File: src/hw/rtl/buddy_block_allocator_macros.svh
// ---------------------------------------------------------------------------
// Buddy block allocator assertion macros
// Concurrent assertion wrappers; they expand to nothing for synthesis.
// ---------------------------------------------------------------------------
`ifndef BUDDY_BLOCK_ALLOCATOR_MACROS_SVH
`define BUDDY_BLOCK_ALLOCATOR_MACROS_SVH
`ifndef SYNTHESIS
`define BBA_ASSERT(lbl, clk, rstn, prop, msg) \
	lbl: assert property (@(posedge clk) disable iff (!rstn) prop) else $error(msg);
`define BBA_ASSERT_ALWAYS(lbl, clk, prop, msg) \
	lbl: assert property (@(posedge clk) prop) else $error(msg);
`else
`define BBA_ASSERT(lbl, clk, rstn, prop, msg)
`define BBA_ASSERT_ALWAYS(lbl, clk, prop, msg)
`endif
`endif

File: src/hw/rtl/bba_pkg.sv
// ---------------------------------------------------------------------------
// Buddy block allocator package
// Default sizes and request codes used by the allocator module.
// ---------------------------------------------------------------------------
package bba_pkg;
	localparam int DEF_TABLE_SLOTS = 64;
	localparam int DEF_TOP_ORDER   = 12;
	localparam int SIZE_W          = 4;

	localparam logic CMD_ALLOC = 1'b0;
	localparam logic CMD_FREE  = 1'b1;

	function automatic int order_width(input int top_order);
		int w;
		w = $clog2(top_order + 1);
		return (w > SIZE_W) ? w : SIZE_W;
	endfunction
endpackage

File: src/hw/rtl/bba_ram.sv
// ---------------------------------------------------------------------------
// Buddy block allocator RAM
// Simple dual-port RAM, one write and one registered read port.
// ---------------------------------------------------------------------------
module bba_ram #(
	parameter int WIDTH = 8,
	parameter int DEPTH = 64
) (
	input  logic                     clk,
	input  logic                     we,
	input  logic [$clog2(DEPTH)-1:0] waddr,
	input  logic [WIDTH-1:0]         wdata,
	input  logic                     re,
	input  logic [$clog2(DEPTH)-1:0] raddr,
	output logic [WIDTH-1:0]         rdata
);
	logic [WIDTH-1:0] mem_q [DEPTH];

	always_ff @(posedge clk) begin
		if (we) begin
			mem_q[waddr] <= wdata;
		end
		if (re) begin
			rdata <= mem_q[raddr];
		end
	end
endmodule

File: src/hw/rtl/buddy_block_allocator.sv
// ---------------------------------------------------------------------------
// Buddy block allocator
// Ordered block table with split on allocate and merge on free.
// ---------------------------------------------------------------------------
// Usage: a request (cmd, size_order) is a transaction on the in channel;
// cmd selects allocate or free. Each request returns exactly one ok flag
// on the out channel. The block table lives in a RAM with a registered
// read port; a table scan reads the entries in turn, and a shift reads
// each entry moved and writes it one slot over. An allocate costs one
// scan on an exact fit, else up to two scans plus one scan and one shift
// per split; a free that finds its block costs two scans plus one scan
// and one shift per merge. One request is in work at a time. After reset
// the block writes entry 0 (one free block of the top order) and then
// accepts requests. A result that the receiver has not taken sits in the
// output register; the next request is accepted meanwhile, and its own
// result waits until the register is free.
// ---------------------------------------------------------------------------
`include "buddy_block_allocator_macros.svh"

module buddy_block_allocator #(
	parameter int TABLE_SLOTS = bba_pkg::DEF_TABLE_SLOTS,
	parameter int TOP_ORDER   = bba_pkg::DEF_TOP_ORDER
) (
	input  logic                      clk,
	input  logic                      arst_n,
	input  logic                      in_valid,
	output logic                      in_ready,
	input  logic                      cmd,
	input  logic [bba_pkg::SIZE_W-1:0] size_order,
	output logic                      out_valid,
	input  logic                      out_ready,
	output logic                      ok
);
	import bba_pkg::*;

	localparam int AW = $clog2(TABLE_SLOTS);
	localparam int CW = $clog2(TABLE_SLOTS + 1);
	localparam int OW = order_width(TOP_ORDER);
	localparam int EW = OW + 1;

	localparam logic [4:0] S_INIT    = 5'd0;
	localparam logic [4:0] S_IDLE    = 5'd1;
	localparam logic [4:0] S_A1_REQ  = 5'd2;
	localparam logic [4:0] S_A1_CHK  = 5'd3;
	localparam logic [4:0] S_A2_STRT = 5'd4;
	localparam logic [4:0] S_A2_REQ  = 5'd5;
	localparam logic [4:0] S_A2_CHK  = 5'd6;
	localparam logic [4:0] S_SPL_REQ = 5'd7;
	localparam logic [4:0] S_SPL_WR  = 5'd8;
	localparam logic [4:0] S_SPL_LO  = 5'd9;
	localparam logic [4:0] S_SPL_HI  = 5'd10;
	localparam logic [4:0] S_F1_REQ  = 5'd11;
	localparam logic [4:0] S_F1_CHK  = 5'd12;
	localparam logic [4:0] S_F1_CLR  = 5'd13;
	localparam logic [4:0] S_M_REQ   = 5'd14;
	localparam logic [4:0] S_M_CHK   = 5'd15;
	localparam logic [4:0] S_M_UP    = 5'd16;
	localparam logic [4:0] S_RM_REQ  = 5'd17;
	localparam logic [4:0] S_RM_WR   = 5'd18;
	localparam logic [4:0] S_M_FIN   = 5'd19;
	localparam logic [4:0] S_DONE    = 5'd20;

	logic [4:0]    state_q;
	logic [CW-1:0] count_q;
	logic [AW-1:0] idx_q, j_q, hit_q, first_q, last_q;
	logic [OW-1:0] want_q, tmp_q;
	logic          found_q, res_q, out_valid_q, ok_q;

	logic          ram_we, ram_re;
	logic [AW-1:0] ram_waddr, ram_raddr;
	logic [EW-1:0] ram_wdata, rd_data;

	logic          rd_used;
	logic [OW-1:0] rd_ord;
	logic          at_last, free_eq, m_found_n;
	logic [AW-1:0] m_first_n, m_last_n;

	bba_ram #(.WIDTH(EW), .DEPTH(TABLE_SLOTS)) u_table (
		.clk   (clk),
		.we    (ram_we),
		.waddr (ram_waddr),
		.wdata (ram_wdata),
		.re    (ram_re),
		.raddr (ram_raddr),
		.rdata (rd_data)
	);

	assign rd_used   = rd_data[OW];
	assign rd_ord    = rd_data[OW-1:0];
	assign at_last   = (CW'(idx_q) + CW'(1)) == count_q;
	assign free_eq   = !rd_used && (rd_ord == want_q);
	assign m_found_n = found_q | free_eq;
	assign m_first_n = (free_eq && !found_q) ? idx_q : first_q;
	assign m_last_n  = free_eq ? idx_q : last_q;

	assign in_ready  = (state_q == S_IDLE);
	assign out_valid = out_valid_q;
	assign ok        = ok_q;

	always_comb begin
		ram_we    = 1'b0;
		ram_waddr = idx_q;
		ram_wdata = '0;
		ram_re    = 1'b0;
		ram_raddr = idx_q;
		case (state_q)
			S_INIT: begin
				ram_we    = 1'b1;
				ram_waddr = '0;
				ram_wdata = {1'b0, OW'(TOP_ORDER)};
			end
			S_A1_REQ, S_A2_REQ, S_F1_REQ, S_M_REQ: begin
				ram_re = 1'b1;
			end
			S_A1_CHK: begin
				ram_we    = free_eq;
				ram_wdata = {1'b1, rd_ord};
			end
			S_A2_CHK: begin
				ram_we    = free_eq;
				ram_wdata = {1'b1, rd_ord};
			end
			S_SPL_REQ: begin
				ram_re    = 1'b1;
				ram_raddr = j_q - AW'(1);
			end
			S_SPL_WR: begin
				ram_we    = 1'b1;
				ram_waddr = j_q;
				ram_wdata = rd_data;
			end
			S_SPL_LO: begin
				ram_we    = 1'b1;
				ram_waddr = hit_q;
				ram_wdata = {1'b0, tmp_q - OW'(1)};
			end
			S_SPL_HI: begin
				ram_we    = 1'b1;
				ram_waddr = hit_q + AW'(1);
				ram_wdata = {1'b0, tmp_q - OW'(1)};
			end
			S_F1_CLR: begin
				ram_we    = 1'b1;
				ram_waddr = hit_q;
				ram_wdata = {1'b0, want_q};
			end
			S_M_UP: begin
				ram_we    = 1'b1;
				ram_waddr = first_q;
				ram_wdata = {1'b0, want_q + OW'(1)};
			end
			S_RM_REQ: begin
				ram_re    = 1'b1;
				ram_raddr = idx_q + AW'(1);
			end
			S_RM_WR: begin
				ram_we    = 1'b1;
				ram_waddr = idx_q;
				ram_wdata = rd_data;
			end
			default: begin
			end
		endcase
	end

	always_ff @(posedge clk or negedge arst_n) begin
		if (!arst_n) begin
			state_q     <= S_INIT;
			count_q     <= CW'(1);
			found_q     <= 1'b0;
			out_valid_q <= 1'b0;
		end else begin
			if (out_ready && (state_q != S_DONE)) begin
				out_valid_q <= 1'b0;
			end
			case (state_q)
				S_INIT: begin
					state_q <= S_IDLE;
				end
				S_IDLE: begin
					if (in_valid) begin
						want_q  <= OW'(size_order);
						idx_q   <= '0;
						found_q <= 1'b0;
						state_q <= (cmd == CMD_FREE) ? S_F1_REQ : S_A1_REQ;
					end
				end
				S_A1_REQ: state_q <= S_A1_CHK;
				S_A1_CHK: begin
					if (free_eq) begin
						res_q   <= 1'b1;
						state_q <= S_DONE;
					end else if (at_last) begin
						state_q <= S_A2_STRT;
					end else begin
						idx_q   <= idx_q + AW'(1);
						state_q <= S_A1_REQ;
					end
				end
				S_A2_STRT: begin
					idx_q <= '0;
					if (count_q == CW'(TABLE_SLOTS)) begin
						res_q   <= 1'b0;
						state_q <= S_DONE;
					end else begin
						state_q <= S_A2_REQ;
					end
				end
				S_A2_REQ: state_q <= S_A2_CHK;
				S_A2_CHK: begin
					if (!rd_used && rd_ord > want_q) begin
						hit_q   <= idx_q;
						tmp_q   <= rd_ord;
						j_q     <= AW'(count_q);
						state_q <= S_SPL_REQ;
					end else if (free_eq) begin
						res_q   <= 1'b1;
						state_q <= S_DONE;
					end else if (at_last) begin
						res_q   <= 1'b0;
						state_q <= S_DONE;
					end else begin
						idx_q   <= idx_q + AW'(1);
						state_q <= S_A2_REQ;
					end
				end
				S_SPL_REQ: state_q <= S_SPL_WR;
				S_SPL_WR: begin
					j_q     <= j_q - AW'(1);
					state_q <= ((j_q - AW'(1)) > hit_q) ? S_SPL_REQ : S_SPL_LO;
				end
				S_SPL_LO: state_q <= S_SPL_HI;
				S_SPL_HI: begin
					count_q <= count_q + CW'(1);
					state_q <= S_A2_STRT;
				end
				S_F1_REQ: state_q <= S_F1_CHK;
				S_F1_CHK: begin
					if (rd_used && rd_ord == want_q) begin
						hit_q   <= idx_q;
						found_q <= 1'b1;
					end
					if (at_last) begin
						if (found_q || (rd_used && rd_ord == want_q)) begin
							state_q <= S_F1_CLR;
						end else begin
							res_q   <= 1'b0;
							state_q <= S_DONE;
						end
					end else begin
						idx_q   <= idx_q + AW'(1);
						state_q <= S_F1_REQ;
					end
				end
				S_F1_CLR: begin
					idx_q   <= '0;
					found_q <= 1'b0;
					state_q <= S_M_REQ;
				end
				S_M_REQ: state_q <= S_M_CHK;
				S_M_CHK: begin
					first_q <= m_first_n;
					last_q  <= m_last_n;
					found_q <= m_found_n;
					if (at_last) begin
						if (!m_found_n || m_first_n == m_last_n) begin
							res_q   <= 1'b1;
							state_q <= S_DONE;
						end else begin
							state_q <= S_M_UP;
						end
					end else begin
						idx_q   <= idx_q + AW'(1);
						state_q <= S_M_REQ;
					end
				end
				S_M_UP: begin
					idx_q   <= last_q;
					state_q <= ((CW + 1)'(last_q) + (CW + 1)'(2) <= (CW + 1)'(count_q))
						? S_RM_REQ : S_M_FIN;
				end
				S_RM_REQ: state_q <= S_RM_WR;
				S_RM_WR: begin
					idx_q   <= idx_q + AW'(1);
					state_q <= ((CW + 1)'(idx_q) + (CW + 1)'(3) <= (CW + 1)'(count_q))
						? S_RM_REQ : S_M_FIN;
				end
				S_M_FIN: begin
					// Removal done; retry the merge one order higher.
					count_q <= count_q - CW'(1);
					want_q  <= want_q + OW'(1);
					idx_q   <= '0;
					found_q <= 1'b0;
					state_q <= S_M_REQ;
				end
				S_DONE: begin
					if (!out_valid_q || out_ready) begin
						out_valid_q <= 1'b1;
						ok_q        <= res_q;
						state_q     <= S_IDLE;
					end
				end
				default: state_q <= S_IDLE;
			endcase
		end
	end

	`BBA_ASSERT(a_count_range, clk, arst_n, (count_q >= CW'(1)) && (count_q <= CW'(TABLE_SLOTS)), "block count out of range")
	`BBA_ASSERT(a_no_rw_overlap, clk, arst_n, !(ram_we && ram_re), "table read and write in one cycle")
	`BBA_ASSERT(a_split_room, clk, arst_n, (state_q == S_SPL_HI) |-> (count_q < CW'(TABLE_SLOTS)), "split with a full table")
	`BBA_ASSERT(a_accept_busy, clk, arst_n, (in_valid && in_ready) |=> (state_q != S_IDLE), "request accepted but block stayed idle")
endmodule
File: config.mk
export PLATFORM = sky130hd
export DESIGN_NAME = buddy_block_allocator
export DESIGN_NICKNAME = d
export VERILOG_FILES = /design/src/hw/rtl/bba_pkg.sv /design/src/hw/rtl/bba_ram.sv /design/src/hw/rtl/buddy_block_allocator.sv
export VERILOG_INCLUDE_DIRS = /design/src /design/src/hw/rtl
export SDC_FILE = /design/constraint.sdc
export NUM_CORES = 1
export LEC_CHECK = 0
export BUFFER_PORTS_ARGS = -buffer_cell sky130_fd_sc_hd__buf_2
export CORE_MARGIN = 5
export CORE_UTILIZATION = 57
export CTS_CLUSTER_SIZE = 30
export DETAILED_ROUTE_END_ITERATION = 12
export PLACE_DENSITY = 0.76
export SETUP_SLACK_MARGIN = 0.02
export SYNTH_ARGS = -nofsm -noshare
export SYNTH_HDL_FRONTEND = slang
export SYNTH_SLANG_ARGS = --single-unit
File: constraint.sdc
create_clock -name clk -period 3.2 [get_ports clk]
set_input_delay 0.64 -clock clk [delete_from_list [all_inputs] [get_ports clk]]
set_output_delay 0.64 -clock clk [all_outputs]
set_load 0.02 [all_outputs]
# Yosys cells after proc, flatten, opt, wreduce, memory -nomap -nowiden
# Memory sizes are Yosys's and may differ from the RTL's. A register that Yosys moved wholly into a read port is not among the register bits.
# Index checks and enable logic that the tools add are counted.
# totals
input_bits,9
elab_cells,160
regBits,54
ram_bits,320
n_memories,1
out_inout_bits,3
# mem_list
name,words,width,read_ports,rd_ports_with_merged_regs,write_ports,line,rtl
u_table.mem_q,64,5,1,1,1,bba_ram.sv:17,logic [WIDTH-1:0] mem_q [DEPTH];
# classes
n_reduce_logical,39
n_addsub,10
mux,55
n_lt_le_gt_ge,4
bitwise,1
eq_ne,37
# ops
operator,count
one-hot mux 5 bit (19 select lines),1
2-to-1 mux 6 bit,9
2-to-1 mux 5 bit,10
one-hot mux 6 bit (7 select lines),1
equality test 5 x 4 -> 1 bit (second input constant),8
one-hot mux 6 bit (2 select lines),3
one-hot mux 5 bit (6 select lines),1
one-hot mux 6 bit (5 select lines),1
equality test 5 bit (second input constant),5
inequality test 2 bit (second input constant),11
equality test 5 x 3 -> 1 bit (second input constant),4
2-to-1 mux 1 bit,17
AND reduction 3 bit,5
adder 6 x 2 -> 7 bit (second input constant),2
less-or-equal comparator 7 bit,2
one-hot mux 7 bit (2 select lines),1
adder 6 x 1 -> 6 bit (second input constant),2
2-to-1 mux 4 bit,3
OR reduction 2 bit,6
equality test 5 x 2 -> 1 bit (second input constant),2
AND reduction 10 bit,1
one-hot mux 4 bit (2 select lines),1
AND reduction 4 bit,2
nonzero test 2 bit,4
other kinds (32),44

# Logic depth before layout (Yosys ltp)
# logic_depth
depth_word,9
ltp_mapped,13
ltp_nobuf,13

# By module
# From an unflattened synthesis, not the netlist that was laid out.
# hier_totals
hier_cells,1183
area_unflattened_um2,17639.4
# by_module_without_submodules
module,cells_each,area_per_inst_um2,seq_area_each_um2,instances
bba_ram,610,12818.5,9759.4,1
buddy_block_allocator,573,4820.9,1552.7,1

# Worst setup path after synthesis
# No wires, ideal clock.
# synth_timing
path_type,reg2reg
start,reg state_q[2]
end,"mem u_table.mem_q[0][0] (netlist bit), data pin"
synth_period_minus_slack_ns,3.331
setup_ns,0.542
path_slack_ns,-0.131
t_arrival_ns,2.789
stages_incl_launch_ff,5
path_buffers,1
required_ns,2.658
path_cell_list,dfrtp_1 buf_4 nor3b_2 o21ai_0 o211ai_1
# synth_between
elab_chain_len,3
word_cells_on_any_way,13
cone_classes,8 x eq/ne; 1 x mux; 4 x reduce/logical
# synth_rtl
item,line,rtl
"start, declared",buddy_block_allocator.sv:63,logic [4:0] state_q;
"start signal, assigned",buddy_block_allocator.sv:185,state_q <= (cmd == CMD_FREE) ? S_F1_REQ : S_A1_REQ;
"start signal, assigned",buddy_block_allocator.sv:230,state_q <= ((j_q - AW'(1)) > hit_q) ? S_SPL_REQ : S_SPL_LO;
"equality test 5 bit, or another cell as far along",buddy_block_allocator.sv:106,case (state_q)
OR reduction 2 bit (no source line),n/a,
one-hot mux 5 bit (6 select lines) (*),buddy_block_allocator.sv:106,
net ram_wdata[0],buddy_block_allocator.sv:71,"logic [EW-1:0] ram_wdata, rd_data;"
"end, declared",bba_ram.sv:17,
# The timed path passes the listed nets; every way through them passes the cells marked *.

# Final worst setup path
# layout_timing
start,reg u_table.rdata[1] (read register of u_table.mem_q)
end,mem u_table.mem_q[51][2] (netlist bit) (enable)
# layout_between
elab_chain_len,5
# layout_rtl
item,line,rtl
"start, declared",bba_ram.sv:15,output logic [WIDTH-1:0] rdata
equality test 4 bit,buddy_block_allocator.sv:91,assign free_eq = !rd_used && (rd_ord == want_q);
logical AND 1 bit,buddy_block_allocator.sv:91,
one-hot mux 1 bit (2 select lines),buddy_block_allocator.sv:106,
2-to-1 mux 1 bit,bba_ram.sv:20,if (we) begin
2-to-1 mux 1 bit (not written as such),bba_ram.sv:21,mem_q[waddr] <= wdata;
# Every way passes these cells.

==> metrics.md <==
| Metric | Value |
|---|---|
| Status | `complete, no violations` |
| Total core area | `roughly 0.031 mm2` |
| Drt first-iter violations | `~1.7k` |
| Startpoint types | `register` |
| Worst hold path type | `in -> reg` |
| Layout cells sized above 1 | `0.165` |
| PD cells | `~970 mW/mm2` |
| Top cell type's share of synthesized area | `0.613` |
| Clk slew on worst S/H paths | `roughly 0.06 ns` |
| Cell area after synthesis | `approximately 0.018 mm2` |
| Final instance area | `around 0.021 mm2` |
| Critical path data required time | `3.45 ns` |
| Htree depth | `2` |
| Max Clock Skew | `about 0.021 ns` |
| Sink Count | `around 380` |
| Via count | `13.2k` |
| Async SR Flop Fraction | `0.0369` |
| Yosys warns | `0` |
| Min-delay src | `size_order[3]` |
| CP endpoint kind | `register` |
| CTS Root Cell | `clkbuf_16` |
| Pin count of the biggest net entering global routing | `65` |
| Fillers | `between 2k and 2.5k` |
| ANT cells | `0` |
| Rows | `between 60 and 70` |
| Syn Nets | `approximately 1.6k` |
| Unrepaired setup endpoints after global routing | `yes` |
| Max-cap violations | `0` |
| Pins Over Slew Limit | `0` |
| Arr. time, crit path | `3.36 ns` |
| Tightest slew margin relative to the limit | `0.507` |
| Final setup fails | `0` |
| Leakage | `7.59 nW` |
| Reg2reg setup slack | `0.1 ns` |
| Final min period | `3.10 ns` |
| Crit path kind | `reg -> reg` |
| Chip height | `187 um` |
| Fmax | `0.322 GHz` |
| RePlAce Congestion | `between 0.9 and 1` |
| I/O Buffers | `11` |
| Yosys cell types | `71` |
| EDFF count, synth | `around 370` |
| Initial Utilization | `0.581` |
| Area growth syn-to-layout | `16.8%` |
| Leading area contributor after synthesis | `edfxtp_1` |
| Setup crit start | `u_table.rdata[1]` |
| CP max FO | `5` |
| Max incr delay on CP | `about 0.5 ns` |
| Critical R2R Launch | `u_table.rdata[1]` |
| DP HPWL | `31.9 mm` |
| GRT Residual Overflow | `0` |
| Vias in the first global route | `about 13k` |
| Pre-CTS WS | `about 0.018 ns` |
| Slew @ Worst Pin | `about 0.74 ns` |
| Placed instance count | `2014` |
| Routed wire length per instance | `22.4 um` |
| Die ar. | `0.0350 mm2` |
| Ports | `12` |
| GRT Total Usage | `0.262` |
| Worst skew pair latency | `around 0.55 ns` |
| Num CTS Buffers | `40` |
| Hold violation count in the final report | `0` |
| Critical Path, Cell by Cell | `ha_4, and4_4, nand2_1, nor2_2, a211oi_1, o32a_1, nand2b_4, or3b_1, buf_4, nor2_2, buf_4` |
| Final cell count without fillers | `2089` |
| Cell count after synthesis | `between 1.5k and 2k` |
| Leading post-synthesis cells by cell area | `edfxtp_1 (61%), nand2_1 (5.9%), nand3_1 (3.2%), a21oi_1 (3.1%), ha_1 (2.5%)` |
| Final ANT Viol Nets | `0` |
| Predominant post-synthesis flop cell | `edfxtp_1` |
| Final worst slack | `approximately 0.095 ns` |
| #FFs+latches synth | `~380` |
| CTS tree | `done` |
| Register area share after synthesis | `0.633` |
| DR vias/cell | `~6.3` |
| Clock Tree Buf Depth | `3` |
| Pre-antenna DRT Iters | `6` |
| Global-route wire length before repair | `72.6 mm` |
| Placed Area | `approximately 0.019 mm2` |
| Die width | `between 150 and 200 um` |
| Initial antenna violation count | `0` |
| # nets final | `1710` |
| Setup TNS | `0 ns` |
| Peak supply drop | `between 600 and 700 uV` |
| Tcrit/Tclk final | `0.970` |
| Post-route DRC | `0` |
| Mean Syn Cell Area | `approximately 12 um2` |
| Final Routed Wirelength | `about 47 mm` |
| CP max-delay cell | `edfxtp_1` |
==> kinds of logic after synthesis <==
kind of cell | share of synthesized area
flip-flops | 0.633
AND/OR/NAND/NOR | 0.148
multiplexers | 0.0269
AO/OA/AOI/OAI | 0.111
buffers and inverters | 0.0354
XOR/XNOR | 0.0191
adder cells (fa/ha/maj) | 0.0263
==> state kept, by name, indices dropped and copies added (netlist names) <==
signal,count
u_table.mem_q,320
count_q,7
first_q,6
hit_q,6
idx_q,6
j_q,6
last_q,6
state_q,5
u_table.rdata,5
tmp_q,4
want_q,4
found_q,1
ok,1
out_valid,1
res_q,1
==> worst paths after layout <==
path                                        end  cells after the start
min in group asynchronous             out_valid                      2
max in group asynchronous            count_q[0]                      3
max                        u_table.mem_q[51][2]                     11
min                                   want_q[3]                      3
max reg2reg                u_table.mem_q[51][2]                     11
min reg2reg                                  ok                      0
==> cells in the final DEF, fill, tap and decap left out, types with 11 or more instances in the layout <==
master	count
a21oi_1	110
a221o_1	11
a22oi_1	32
a31oi_1	11
buf_12	22
buf_2	11
buf_4	137
clkbuf_16	40
dfrtp_1	13
edfxtp_1	365
ha_1	33
inv_1	46
mux2i_1	39
nand2_1	279
nand3_1	112
nand4_1	20
nor2_1	103
nor3_1	17
o21ai_0	51
xnor2_1	30
==> layer usage <==
layer,vias to the layer above,share of wire,global-route usage
met5,-,0,0
met4,0,0.035,0.0927
met3,123,0.098,0.0468
met2,764,0.47,0.423
met1,6328,0.40,0.362
li1,5951,-,-
==> worst max-delay path, delay by kind of cell (launching register included) <==
family	cells	cell delay, ns
compound gates	2	0.47
fa+ha+maj	1	0.33
buf+inv	2	0.34
flops	1	0.50
simple gates	6	1.16
==> report_power, final <==
part | internal, mW | total (mW) | switching, mW
logic | 3.00 | 8.73 | 5.73
clock network | 2.56 | 4.44 | 1.88
registers | 6.85 | 7.13 | 0.282
total | 12.4 | 20.3 | 7.89
==> per-stage QoR <==
step                hold WS, ns  total power [mW]   util
global route              0.391              21.3  0.679
finish                    0.385              20.3  0.679
detailed placement        0.429              15.6  0.634
global placement          0.434              15.5  0.634
CTS                       0.371              20.1  0.675
floorplan                 0.344              12.2      -
==> layout make-up <==
cell class	instances	area, um2	share of cell area
Sequential cell	379	11300	0.542
Multi-Input combinational cell	1024	6090	0.292
Timing Repair Buffer	172	1550	0.0740
Clock buffer	50	1040	0.0498
Tap cell	396	495	0.0237
Clock inverter	21	216	0.0104
Inverter	47	176	0.00845
==> timing repair <==
action / CTS / global route
resized for setup: 2 / 19
buffers inserted: 2 / 1
pin swaps: 0 / 3
hold buffers: 1 / 0
endpoints found under the setup margin: 6 / 129
endpoints found under the hold margin: 3 / 0
==> synth_stat cells, types with 7 or more instances <==
cell type  count
o21a_1         7
mux2_2         8
edfxtp_1     365
xnor2_1       30
dfrtp_1       13
a21oi_1      111
a21o_1         7
mux2i_1       39
a31oi_1       11
nand4_1       20
clkbuf_1      25
o22ai_1        8
ha_1          36
nand3_1      114
buf_2         35
nand2_1      279
inv_1         46
a22oi_1       32
a221o_1       12
nor3_1        18
a32oi_1       10
xor2_1         9
nand2b_1       7
a221oi_1       7
buf_4         10
nor2_1       110
o21ai_0       53
nor2b_1        9
No activity file was read; power rests on OpenSTA's default activity.
